### src/hw/rtl/sawtc_pkg.sv
`timescale 1ns / 1ps
// ----------------------------------------------------------------------------
// sawtc_pkg
// Shared sizes, codes and types of the set-associative write-through cache.
// ----------------------------------------------------------------------------
package sawtc_pkg;

  localparam int NUM_SETS  = 128;
  localparam int NUM_WAYS  = 8;   // Power of two.
  localparam int LINE_SIZE = 64;  // Power of two.
  localparam int ADDR_BITS = 32;

  localparam int OFF_W  = $clog2(LINE_SIZE);
  localparam int SET_W  = $clog2(NUM_SETS);
  localparam int WAY_W  = (NUM_WAYS > 1) ? $clog2(NUM_WAYS) : 1;
  localparam int TAG_W  = ADDR_BITS - OFF_W - SET_W;
  localparam int DATA_AW = SET_W + WAY_W + OFF_W;
  localparam int DATA_DEPTH = NUM_SETS * (2 ** WAY_W) * LINE_SIZE;

  localparam int FIELD_ADDR_W = 32;
  localparam int BYTE_W = 8;
  localparam int TDATA_W = FIELD_ADDR_W + BYTE_W;

  localparam logic [15:0] LFSR_SEED = 16'hACE1;
  localparam logic [15:0] LFSR_TAPS = 16'hB400;

  localparam logic [1:0] ACT_READ   = 2'd0;
  localparam logic [1:0] ACT_WRITE  = 2'd1;
  localparam logic [1:0] ACT_RESP   = 2'd2;
  localparam logic [1:0] ACT_UNUSED = 2'd3;

  localparam logic [2:0] KIND_RDATA   = 3'd0;
  localparam logic [2:0] KIND_MEMWR   = 3'd1;
  localparam logic [2:0] KIND_LINERD  = 3'd2;
  localparam logic [2:0] KIND_BYTERD  = 3'd3;
  localparam logic [2:0] KIND_BUSY    = 3'd4;

  typedef enum logic [1:0] {
    OP_READ  = 2'd0,
    OP_WRITE = 2'd1,
    OP_RESP  = 2'd2
  } op_t;

  typedef struct packed {
    op_t                    op;
    logic [ADDR_BITS-1:0]   addr;
    logic [BYTE_W-1:0]      data;
  } item_t;

  typedef struct packed {
    logic [2:0]              kind;
    logic [FIELD_ADDR_W-1:0] mem_address;
    logic [BYTE_W-1:0]       value;
    logic                    last;
  } result_t;

endpackage

### src/hw/rtl/sawtc_front.sv
`timescale 1ns / 1ps
// ----------------------------------------------------------------------------
// sawtc_front
// Accepts requests, classifies them and holds them in a two-entry queue.
// ----------------------------------------------------------------------------
module sawtc_front (
  input  logic                          clk,
  input  logic                          rst_n,
  input  logic                          in_tvalid,
  output logic                          in_tready,
  input  logic [sawtc_pkg::TDATA_W-1:0] in_tdata,
  input  logic [1:0]                    in_tuser,
  output logic                          q_valid,
  input  logic                          q_ready,
  output sawtc_pkg::item_t              q_item
);

  sawtc_pkg::item_t slot_r [2];
  logic             wr_ptr_r, wr_ptr_nxt;
  logic             rd_ptr_r, rd_ptr_nxt;
  logic [1:0]       count_r, count_nxt;
  logic             push, pop, keep;
  sawtc_pkg::item_t item_in;

  always_comb begin
    item_in.addr = in_tdata[sawtc_pkg::ADDR_BITS-1:0];
    item_in.data = in_tdata[sawtc_pkg::TDATA_W-1:sawtc_pkg::FIELD_ADDR_W];
    case (in_tuser)
      sawtc_pkg::ACT_READ:  begin item_in.op = sawtc_pkg::OP_READ;  keep = 1'b1; end
      sawtc_pkg::ACT_WRITE: begin item_in.op = sawtc_pkg::OP_WRITE; keep = 1'b1; end
      sawtc_pkg::ACT_RESP:  begin item_in.op = sawtc_pkg::OP_RESP;  keep = 1'b1; end
      default:              begin item_in.op = sawtc_pkg::OP_READ;  keep = 1'b0; end
    endcase
  end

  assign in_tready = (count_r != 2'd2);
  assign push      = in_tvalid && in_tready && keep;
  assign q_valid   = (count_r != 2'd0);
  assign pop       = q_valid && q_ready;
  assign q_item    = slot_r[rd_ptr_r];

  always_comb begin
    wr_ptr_nxt = push ? ~wr_ptr_r : wr_ptr_r;
    rd_ptr_nxt = pop ? ~rd_ptr_r : rd_ptr_r;
    count_nxt  = count_r + {1'b0, push} - {1'b0, pop};
  end

  always_ff @(posedge clk) begin
    if (!rst_n) begin
      wr_ptr_r <= 1'b0;
      rd_ptr_r <= 1'b0;
      count_r  <= 2'd0;
    end else begin
      wr_ptr_r <= wr_ptr_nxt;
      rd_ptr_r <= rd_ptr_nxt;
      count_r  <= count_nxt;
    end
  end

  always_ff @(posedge clk) begin
    if (push) begin
      slot_r[wr_ptr_r] <= item_in;
    end
  end

endmodule

### config.mk
export PLATFORM = sky130hd
export DESIGN_NAME = sawtc_front
export DESIGN_NICKNAME = d
export VERILOG_FILES = /design/src/hw/rtl/sawtc_pkg.sv /design/src/hw/rtl/sawtc_front.sv
export SDC_FILE = /design/constraint.sdc
export NUM_CORES = 1
export LEC_CHECK = 0
export BUFFER_PORTS_ARGS = -buffer_cell sky130_fd_sc_hd__buf_2
export CAP_MARGIN = 20
export CORE_UTILIZATION = 55
export CTS_CLUSTER_DIAMETER = 100
export DETAILED_ROUTE_END_ITERATION = 12
export GPL_ROUTABILITY_DRIVEN = 0
export PLACE_DENSITY = 0.9
export SYNTH_ARGS = -nofsm -noshare
export SYNTH_HDL_FRONTEND = slang
export SYNTH_SLANG_ARGS = --single-unit
export TNS_END_PERCENT = 5
### constraint.sdc
create_clock -name clk -period 7.2 [get_ports clk]
set_input_delay 0.36 -clock clk [delete_from_list [all_inputs] [get_ports clk]]
set_output_delay 0.36 -clock clk [all_outputs]
set_load 0.03 [all_outputs]
Word-level counts from Yosys, hierarchy flattened:

Memories as Yosys holds them, arrays and structs flattened. A register that Yosys moved wholly into a read port is not among the register bits.
Cells that the tools add are included.
W data, S select, Z words.

* muxes and demuxes: 6
* eq/ne operators: 3
* reduce and logical (&&, ||, !) cells: 6
* shifts and indexed selects: 0
* order comparisons: 0
* div/mod/pow operators: 0
* $add $sub $neg: 2
* multipliers: 0
* bitwise operators: 2

Operators by type and width (count)
* $mux W1: 5
* $pmux W2 S2: 1
* $logic_and A1 B1 Y1: 3
* $reduce_or A3 Y1: 1
* $add A2 B1 Y2: 1
* $eq A2 B1 Y1 const B: 1
* $eq A2 B2 Y1 const B: 1
* $logic_not A2 Y1: 1
* $ne A2 B2 Y1 const B: 1
* $not A1 Y1: 2
* $reduce_bool A2 Y1: 1
* $sub A2 B1 Y2: 1

* memory bits (writable): 84
* register bits: 4
* ROM bits: 0
* logic and storage cells: 23
* bits in latches: 0
* memories: 1
* input port bits: 46

Memories
* slot_r: depth 2, bits a word 42, rd ports 1, clocked after Yosys merged registers in 1, write ports 1, line sawtc_front.sv:18 `sawtc_pkg::item_t slot_r [2];`

Longest topological paths before layout:

Gate-level depths: netlist of run 1.

* word-level depth: 6
* gate-level depth with buffers: 6

Worst setup path before layout of run 1:

OpenSTA, ideal clock, no wires.

* path kind: register to register
* start: reg count_r[0]
* end: mem slot_r[0][0] (netlist bit), enable pin
* setup slack: 4.121 ns
* cell stages (with the launch flop): 4
* data required time: 6.759 ns
* path buffers: 0
* arrival: 2.637 ns
* setup time: 0.441 ns
* cell sequence: dfxtp_1 > nand2b_1 > nand2_1 > nor2_1

* longest elaborated chain between the ends: 5

RTL lines
* from (decl): line sawtc_front.sv:21 `logic [1:0] count_r, count_nxt;`
* from (signal assigned): line sawtc_front.sv:56 `count_r <= count_nxt;`
* $ne A2 B2 Y1: line sawtc_front.sv:36 `assign in_tready = (count_r != 2'd2);`
* net in_tready: line sawtc_front.sv:10 `output logic in_tready,`
* $logic_and A1 B1 Y1 (2 in series): line sawtc_front.sv:37 `assign push = in_tvalid && in_tready && keep;`
* $mux W1: line sawtc_front.sv:61 `if (push) begin`
* $mux W1 (implied by the code): line sawtc_front.sv:62 `slot_r[wr_ptr_r] <= item_in;`
* to (decl): line sawtc_front.sv:18

The timed path passes the listed nets, and every way through them passes these cells.

==> results of run 1 <==
==> flip-flops by register name, indices dropped and copies added, names as in the netlist, named ones only <==
register / flops
wr_ptr_r: 1
rd_ptr_r: 1
slot_r: 84
count_r: 2
==> cells in the mapped netlist (all sizes together) <==
cell    instances
xnor2           2
a21boi          1
mux2i           1
nor3            2
buf             5
dfxtp           5
edfxtp         84
nand2           4
nand2b          2
mux2           42
a21bo           1
o21ai           1
and3            1
ha              1
and2            4
or2             1
nor2b           2
a21oi           2
nor2            3
inv             1
==> how the worst max path moves through the flow <==
stage / slack, ns / cells after the start / startpoint / to
finish: 4.90 / 2 / flip-flop / q_item[0]
global route: 4.77 / 2 / flip-flop / q_item[28]
CTS: 4.85 / 2 / flip-flop / q_item[28]
detailed placement: 5.17 / 3 / in_tuser[0] / slot_r[1][11]$_DFFE_PP_
global placement: 5.04 / 4 / in_tuser[0] / slot_r[0][20]$_DFFE_PP_
floorplan: 4.12 / 3 / count_r[0]$_SDFF_PN0_ / slot_r[0][0]$_DFFE_PP_
==> cell usage in the layout, fill, tap and decap left out, types with 2 or more instances in the layout <==
cell and instances:
a21oi_1 2, and2_1 4, buf_2 89, clkbuf_1 3
clkbuf_8 9, clkinv_2 3, dfxtp_1 4, edfxtp_1 84
mux2_1 40, mux2_2 2, nand2_1 3, nand2b_1 2
nor2_1 2, nor2b_1 2, nor3_1 2, xnor2_1 2
==> layer usage <==
metal | track usage, % | vias up
met5 | 0 | -
met4 | 7.50 | 0
met3 | 5.71 | 7
met2 | 31.3 | 55
met1 | 22.4 | 834
li1 | - | 826
==> per-stage QoR <==
step	utilization (%)	cell area, µm²	total power, mW
after floorplan	-	3330	0.887
after global placement	67.4	3820	0.959
after CTS	70.5	4000	1.25
after detailed placement	67.7	3840	0.970
after global routing	70.5	4000	1.29
final	70.5	4000	1.24
==> kinds of logic after synthesis <==
group / Yosys count
DFF: 89
adders and majority gates: 1
AOI/OAI and AO/OA: 5
xor gates and xnor gates: 2
buffers and inverters: 6
muxes: 43
and+or+nand+nor: 19
==> cell type report <==
type,instances,share of cell area (%)
inverters,1,0.0938
well taps,72,2.25
clock inverters,4,0.563
flip-flops and latches,89,65.6
multi-input cells,70,16.5
repair buffers,90,11.6
clock buffers,12,3.38
==> critical path: stages (launching register included) <==
cell and delay (ns):
dfxtp_2 0.99, mux2_2 0.41, buf_2 0.18
==> power groups by stage <==
stage                     clock network, mW  logic (mW)  registers (mW)
after detailed placement                  0       0.299           0.671
after floorplan                           0       0.244           0.643
after global routing                  0.307       0.316           0.666
after global placement                    0       0.290           0.668
final                                 0.282       0.298           0.658
after CTS                             0.287       0.301           0.659
==> results.toml, run 1 <==
[yosys]
avgSynthCellArea_um2 = 20.2
seq_area_frac_synth_pct = 78.8
synth_top_family_by_area = "multiplexers"
yosys.cell_types.count = 23
netlist_instances = 165
yosys.area_share.simple_pct = 3.12
synthMuxAreaShare_pct = 14.5
synth_compound_area_share_pct = 1.09
syn-cell-area_mm2 = 0.00333
synth_xor_area_share_pct = 0.526
synthAdderAreaFrac_pct = 0.376
synth_nets = 212
synth-seq-cells = 89
synth.top_cell.area_share_pct = 75.8
synth.area.top_cells = "edfxtp_1 (76%), mux2_1 (14%), dfxtp_1 (3.0%)"
synth.largest_area_cell = "edfxtp_1"
yosysWarnings = 0

[power_and_ir_drop]
comb_power_share_pct = 24.0
internal-power_uw = 852
pwr-share-seq_pct = 53.2
switchingPower_uw = 387
vdd_ir_drop_max_uv = 161
p_sw_share_pct = 31.2
powerDensity_mw_per_mm2 = 309
power_frac_clock_pct = 22.8
leakage_nw = 1.51

[floorplan]
dieWidth_um = 79.8
core_mm2 = 0.00568
die_h_um = 79.8
start_util_pct = 58.7
die-area_mm2 = 0.00637
io_pins = 90
rows = 27

[sta]
finalSetupViolCount = 0
tightest_slew_ns = 1.01
rsz0062_at_grt = "false"
finalCritPeriodShare_pct = 32.0
slew_viol_final = 0
max_freq_ghz = 0.434
skew_ns = 0.0109
final.min_clock_period_ns = 2.30
setup_ws_ns = 4.90
holdWs_ns = 0.201
tns_ns = 0
hold_viol_final = 0
maxSlewHeadroom_pct = 33.0

[clock_network]
cts_hold_buf = 0
ctsHtreeMaxLevel = 3
post-cts-setup-buffer-count = 0
clk_latency_ns = 0.34
clockRootBuffer = "clkbuf_8"
cts_max_path_buffers = 2
clock-sinks = 89
clk_pin_slew_ns = 0.08
ctsResizeCount = 0
cts_tree = "yes"
cts_buffers = 9

[route]
wire_per_inst_um = 16.4
wl_met1_um = 2270
ant_nets = 0
first_pass_iters = 4
avgViaCountPerCell = 5.09
num_vias = 1722
highest_layer = "met4"
drt_wl_total_um = 5540
met2_length_um = 2900
drt-initial-drc-count = 78
wl_met3_um = 307
drc = 0

[min_path]
min_from = "in_tdata[29]"
hold_path.class = "primary input to flip-flop"
whs_endpoint = "slot_r[1][37]$_DFFE_PP_"
holdPathStages = 1

[global_route]
overflow = 0
antenna_found_initial = 0
grt_pass1_vias = 1736
grt_first_pass_wirelength_um = 8320
track_usage_pct = 18.6
grt_max_degree = 43

[place]
hpwl_um = 3730
portBuffers = 89
dpl.cell_count = 322
place_ws_ns = 5.17

[critical_path]
crit_path_max_fanout = 42
reg2reg_depth = 2
crit_path_end_kind = "output port"
required_ns = 6.84
worstSetupPathType = "flip-flop to output port"
rrSetupSlack_ns = 5.35
regToRegStartpoint = "count_r[0]$_SDFF_PN0_"
r2r-end = "slot_r[1][3]$_DFFE_PP_"
start_kind = "flip-flop"
arrival_ns = 1.94

[layout]
final_nets = 308
area_growth_pct = 20.2
drive_gt1_share_pct = 41.7
register_area_mm2 = 0.00262
multi_input_area_um2 = 662
stdcell_count = 338
antennaDiodeCount = 0
fillerInstances = 379

[status]
status = "complete, no violations"

[job]
max_cap_violations = 0
No activity file was read; power rests on OpenSTA's default activity.
==> inputs of run 2 (changes only) <==
--- a/config.mk
+++ b/config.mk
@@ -5,13 +5,14 @@
 export SDC_FILE = /design/constraint.sdc
 export NUM_CORES = 1
 export LEC_CHECK = 0
+export ABC_AREA = 1
 export BUFFER_PORTS_ARGS = -buffer_cell sky130_fd_sc_hd__buf_2
 export CAP_MARGIN = 20
-export CORE_UTILIZATION = 55
+export CORE_UTILIZATION = 52
 export CTS_CLUSTER_DIAMETER = 100
 export DETAILED_ROUTE_END_ITERATION = 12
 export GPL_ROUTABILITY_DRIVEN = 0
-export PLACE_DENSITY = 0.9
+export PLACE_DENSITY = 0.86
 export SYNTH_ARGS = -nofsm -noshare
 export SYNTH_HDL_FRONTEND = slang
 export SYNTH_SLANG_ARGS = --single-unit
==> constraint.sdc (replaced) <==
create_clock -name clk -period 2.4 [get_ports clk]
set_input_delay 0.12 -clock clk [delete_from_list [all_inputs] [get_ports clk]]
set_output_delay 0.12 -clock clk [all_outputs]
set_load 0.03 [all_outputs]
==> run 2 against run 1 <==
Compared with the run above: the flow now finishes with violations (design-rule violations); via count up 8.2%; sequential power rose to 3.0 times the previous value; core utilization up 1.3 points; setup slack worse by 4.2 ns; die area up 11%; critical endpoint unchanged.
==> results.toml, run 2 <==
[route]
ant_nets = 0
first_pass_iters = 8
drt-initial-drc-count = 92
wire_per_inst_um = 14.5
drc = 10
avgViaCountPerCell = 4.73
drt_wl_total_um = 5730
num_vias = 1864

[floorplan]
dieWidth_um = 84.2
core_mm2 = 0.00642
die-area_mm2 = 0.00708
start_util_pct = 54.7
rows = 29
io_pins = 90
die_h_um = 84.2

[place]
hpwl_um = 3560
post_dp_cell_area_mm2 = 0.00401
portBuffers = 89

[layout]
final_nets = 359
final_util_pct = 71.8
final_common_cell = "buf_2"
fillerInstances = 446
mostFrequentLayoutCells = "buf_2 (89), edfxtp_1 (84), dlygate4sd3_1 (41)"
largest_register_ffs = 84
area_growth_pct = 31.4
antennaDiodeCount = 0
top_regs = "slot_r (84), count_r (2)"
fin_area_mm2 = 0.00461
top_register = "slot_r"
drive_gt1_share_pct = 48.3

[clock_network]
ctsResizeCount = 0
ctsHtreeMaxLevel = 3
cts_hold_buf = 41
clock-sinks = 89
clockRootBuffer = "clkbuf_8"
clk_pin_slew_ns = 0.07
cts_tree = "yes"
cts_buffers = 9
clk_latency_ns = 0.34
cts_max_path_buffers = 2
post-cts-setup-buffer-count = 0

[yosys]
synth-main-ff-cell = "edfxtp_1"
yosys.area_share.simple_pct = 2.74
syn-cell-area_mm2 = 0.00351
synth_nets = 220
synth.top_cell.area_share_pct = 71.8
yosys.cell_types.count = 17
synth_compound_area_share_pct = 0.428
synth.top_cells.by_count = "edfxtp_1 (84), mux2_4 (40), inv_1 (11), nand2_1 (11), nor2_1 (6)"
synth.area.top_cells = "edfxtp_1 (72%), mux2_4 (17%), dfxtp_1 (2.9%)"
avgSynthCellArea_um2 = 20.3
synth-seq-cells = 89
async_flop_share_pct = 0
synth-edff-count = 84
yosysWarnings = 0
synth_xor_area_share_pct = 0.249
netlist_instances = 173
synthMuxAreaShare_pct = 17.7
synthAdderAreaFrac_pct = 0.356
seq_area_frac_synth_pct = 74.7
synth.largest_area_cell = "edfxtp_1"
synth_top_family_by_area = "multiplexers"
yosysMostFrequentCell = "edfxtp_1"

[critical_path]
required_ns = 2.28
crit_path_end_kind = "output port"
slowest_delay_ns = 0.39
start_kind = "flip-flop"
rrSetupSlack_ns = 0.72
arrival_ns = 1.56
crit_path_max_fanout = 42
cp_top_family = "buffers and inverters"
worst-path-buf-inv = 2
path_cells = "buf_12 > mux2_2 > buf_2"
cp_slowest_cell = "mux2_2"
worstSetupPathType = "flip-flop to output port"

[sta]
max_freq_ghz = 0.594
hold_viol_final = 0
skew_ns = 0.00670
finalSetupViolCount = 0
tightest_slew_ns = 0.573
slew_viol_final = 0
maxSlewHeadroom_pct = 61.8
holdWs_ns = 0.103
tns_ns = 0
finalCritPeriodShare_pct = 70.2
rsz0062_at_grt = "false"
final.min_clock_period_ns = 1.68

[power_and_ir_drop]
powerDensity_mw_per_mm2 = 948
finalPower_mw = 4.37
leakage_nw = 1.87
vdd_ir_drop_max_uv = 537

[global_route]
antenna_found_initial = 0
grt_max_degree = 44
grt_first_pass_wirelength_um = 8880
grtUsageMet1_pct = 19.0
busiest_layer = "met2"
overflow = 0
track_usage_pct = 17.1
grt_use_met2_pct = 30.5
grt_use_met3_pct = 4.42
grt_pass1_vias = 1881

[status]
status = "complete, but fails checks"
failed_checks = "design-rule violations"

[min_path]
hold_path.class = "primary input to flip-flop"

[job]
max_cap_violations = 0
run 2: cell count changes after synthesis, moves of 4 or more:
| cell | change |
|---|---|
| mux2_1 | -40 |
| buf_12 | +4 |
| and2_1 | -4 |
| nand2_1 | +8 |
| mux2_4 | +40 |
| inv_1 | +10 |
run 2: path summary, 6_finish.rpt:
check | from | to | cells past startpoint
hold / removal | in_tuser[0] | slot_r[0][41]$_DFFE_PP_ | 2
setup reg to reg | count_r[0]$_SDFF_PN0_ | slot_r[1][26]$_DFFE_PP_ | 5
hold reg to reg | rd_ptr_r$_SDFFE_PN0P_ | flip-flop | 1
setup / recovery | flip-flop | q_item[0] | 3
run 2: logic make-up after synthesis:
| logic type | Yosys count |
|---|---|
| mux | 42 |
| compound gates | 3 |
| flops | 89 |
| xor+xnor | 1 |
| buf+inv | 16 |
| fa+ha+maj | 1 |
| simple gates | 21 |
run 2: power by group:
part / total, mW / internal [mW] / switching (mW)
Sequential: 1.96 / 1.91 / 0.0597
Combinational: 1.44 / 0.588 / 0.849
Clock: 0.968 / 0.508 / 0.461
Total: 4.37 / 3.00 / 1.37
run 2: layout make-up:
class                           count  area, µm²  area share [%]
Clock buffer                       13        149            3.23
Clock inverter                      3       40.0           0.868
Inverter                           11       41.3           0.895
Multi-Input combinational cell     68        771            16.7
Sequential cell                    89       2620            56.9
Tap cell                           77       96.3            2.09
Timing Repair Buffer              133        891            19.3
run 2: stage by stage:
step	cells	setup WS, ns
after floorplan	173	-0.676
after global placement	337	0.776
after detailed placement	337	0.719
after CTS	394	0.697
after global routing	394	0.601
final	394	0.715
run 2: layer usage:
metal,up-vias,part of all wire (%)
met5,-,0
met4,0,1.5
met3,8,5.7
met2,59,53
met1,875,40
li1,922,-
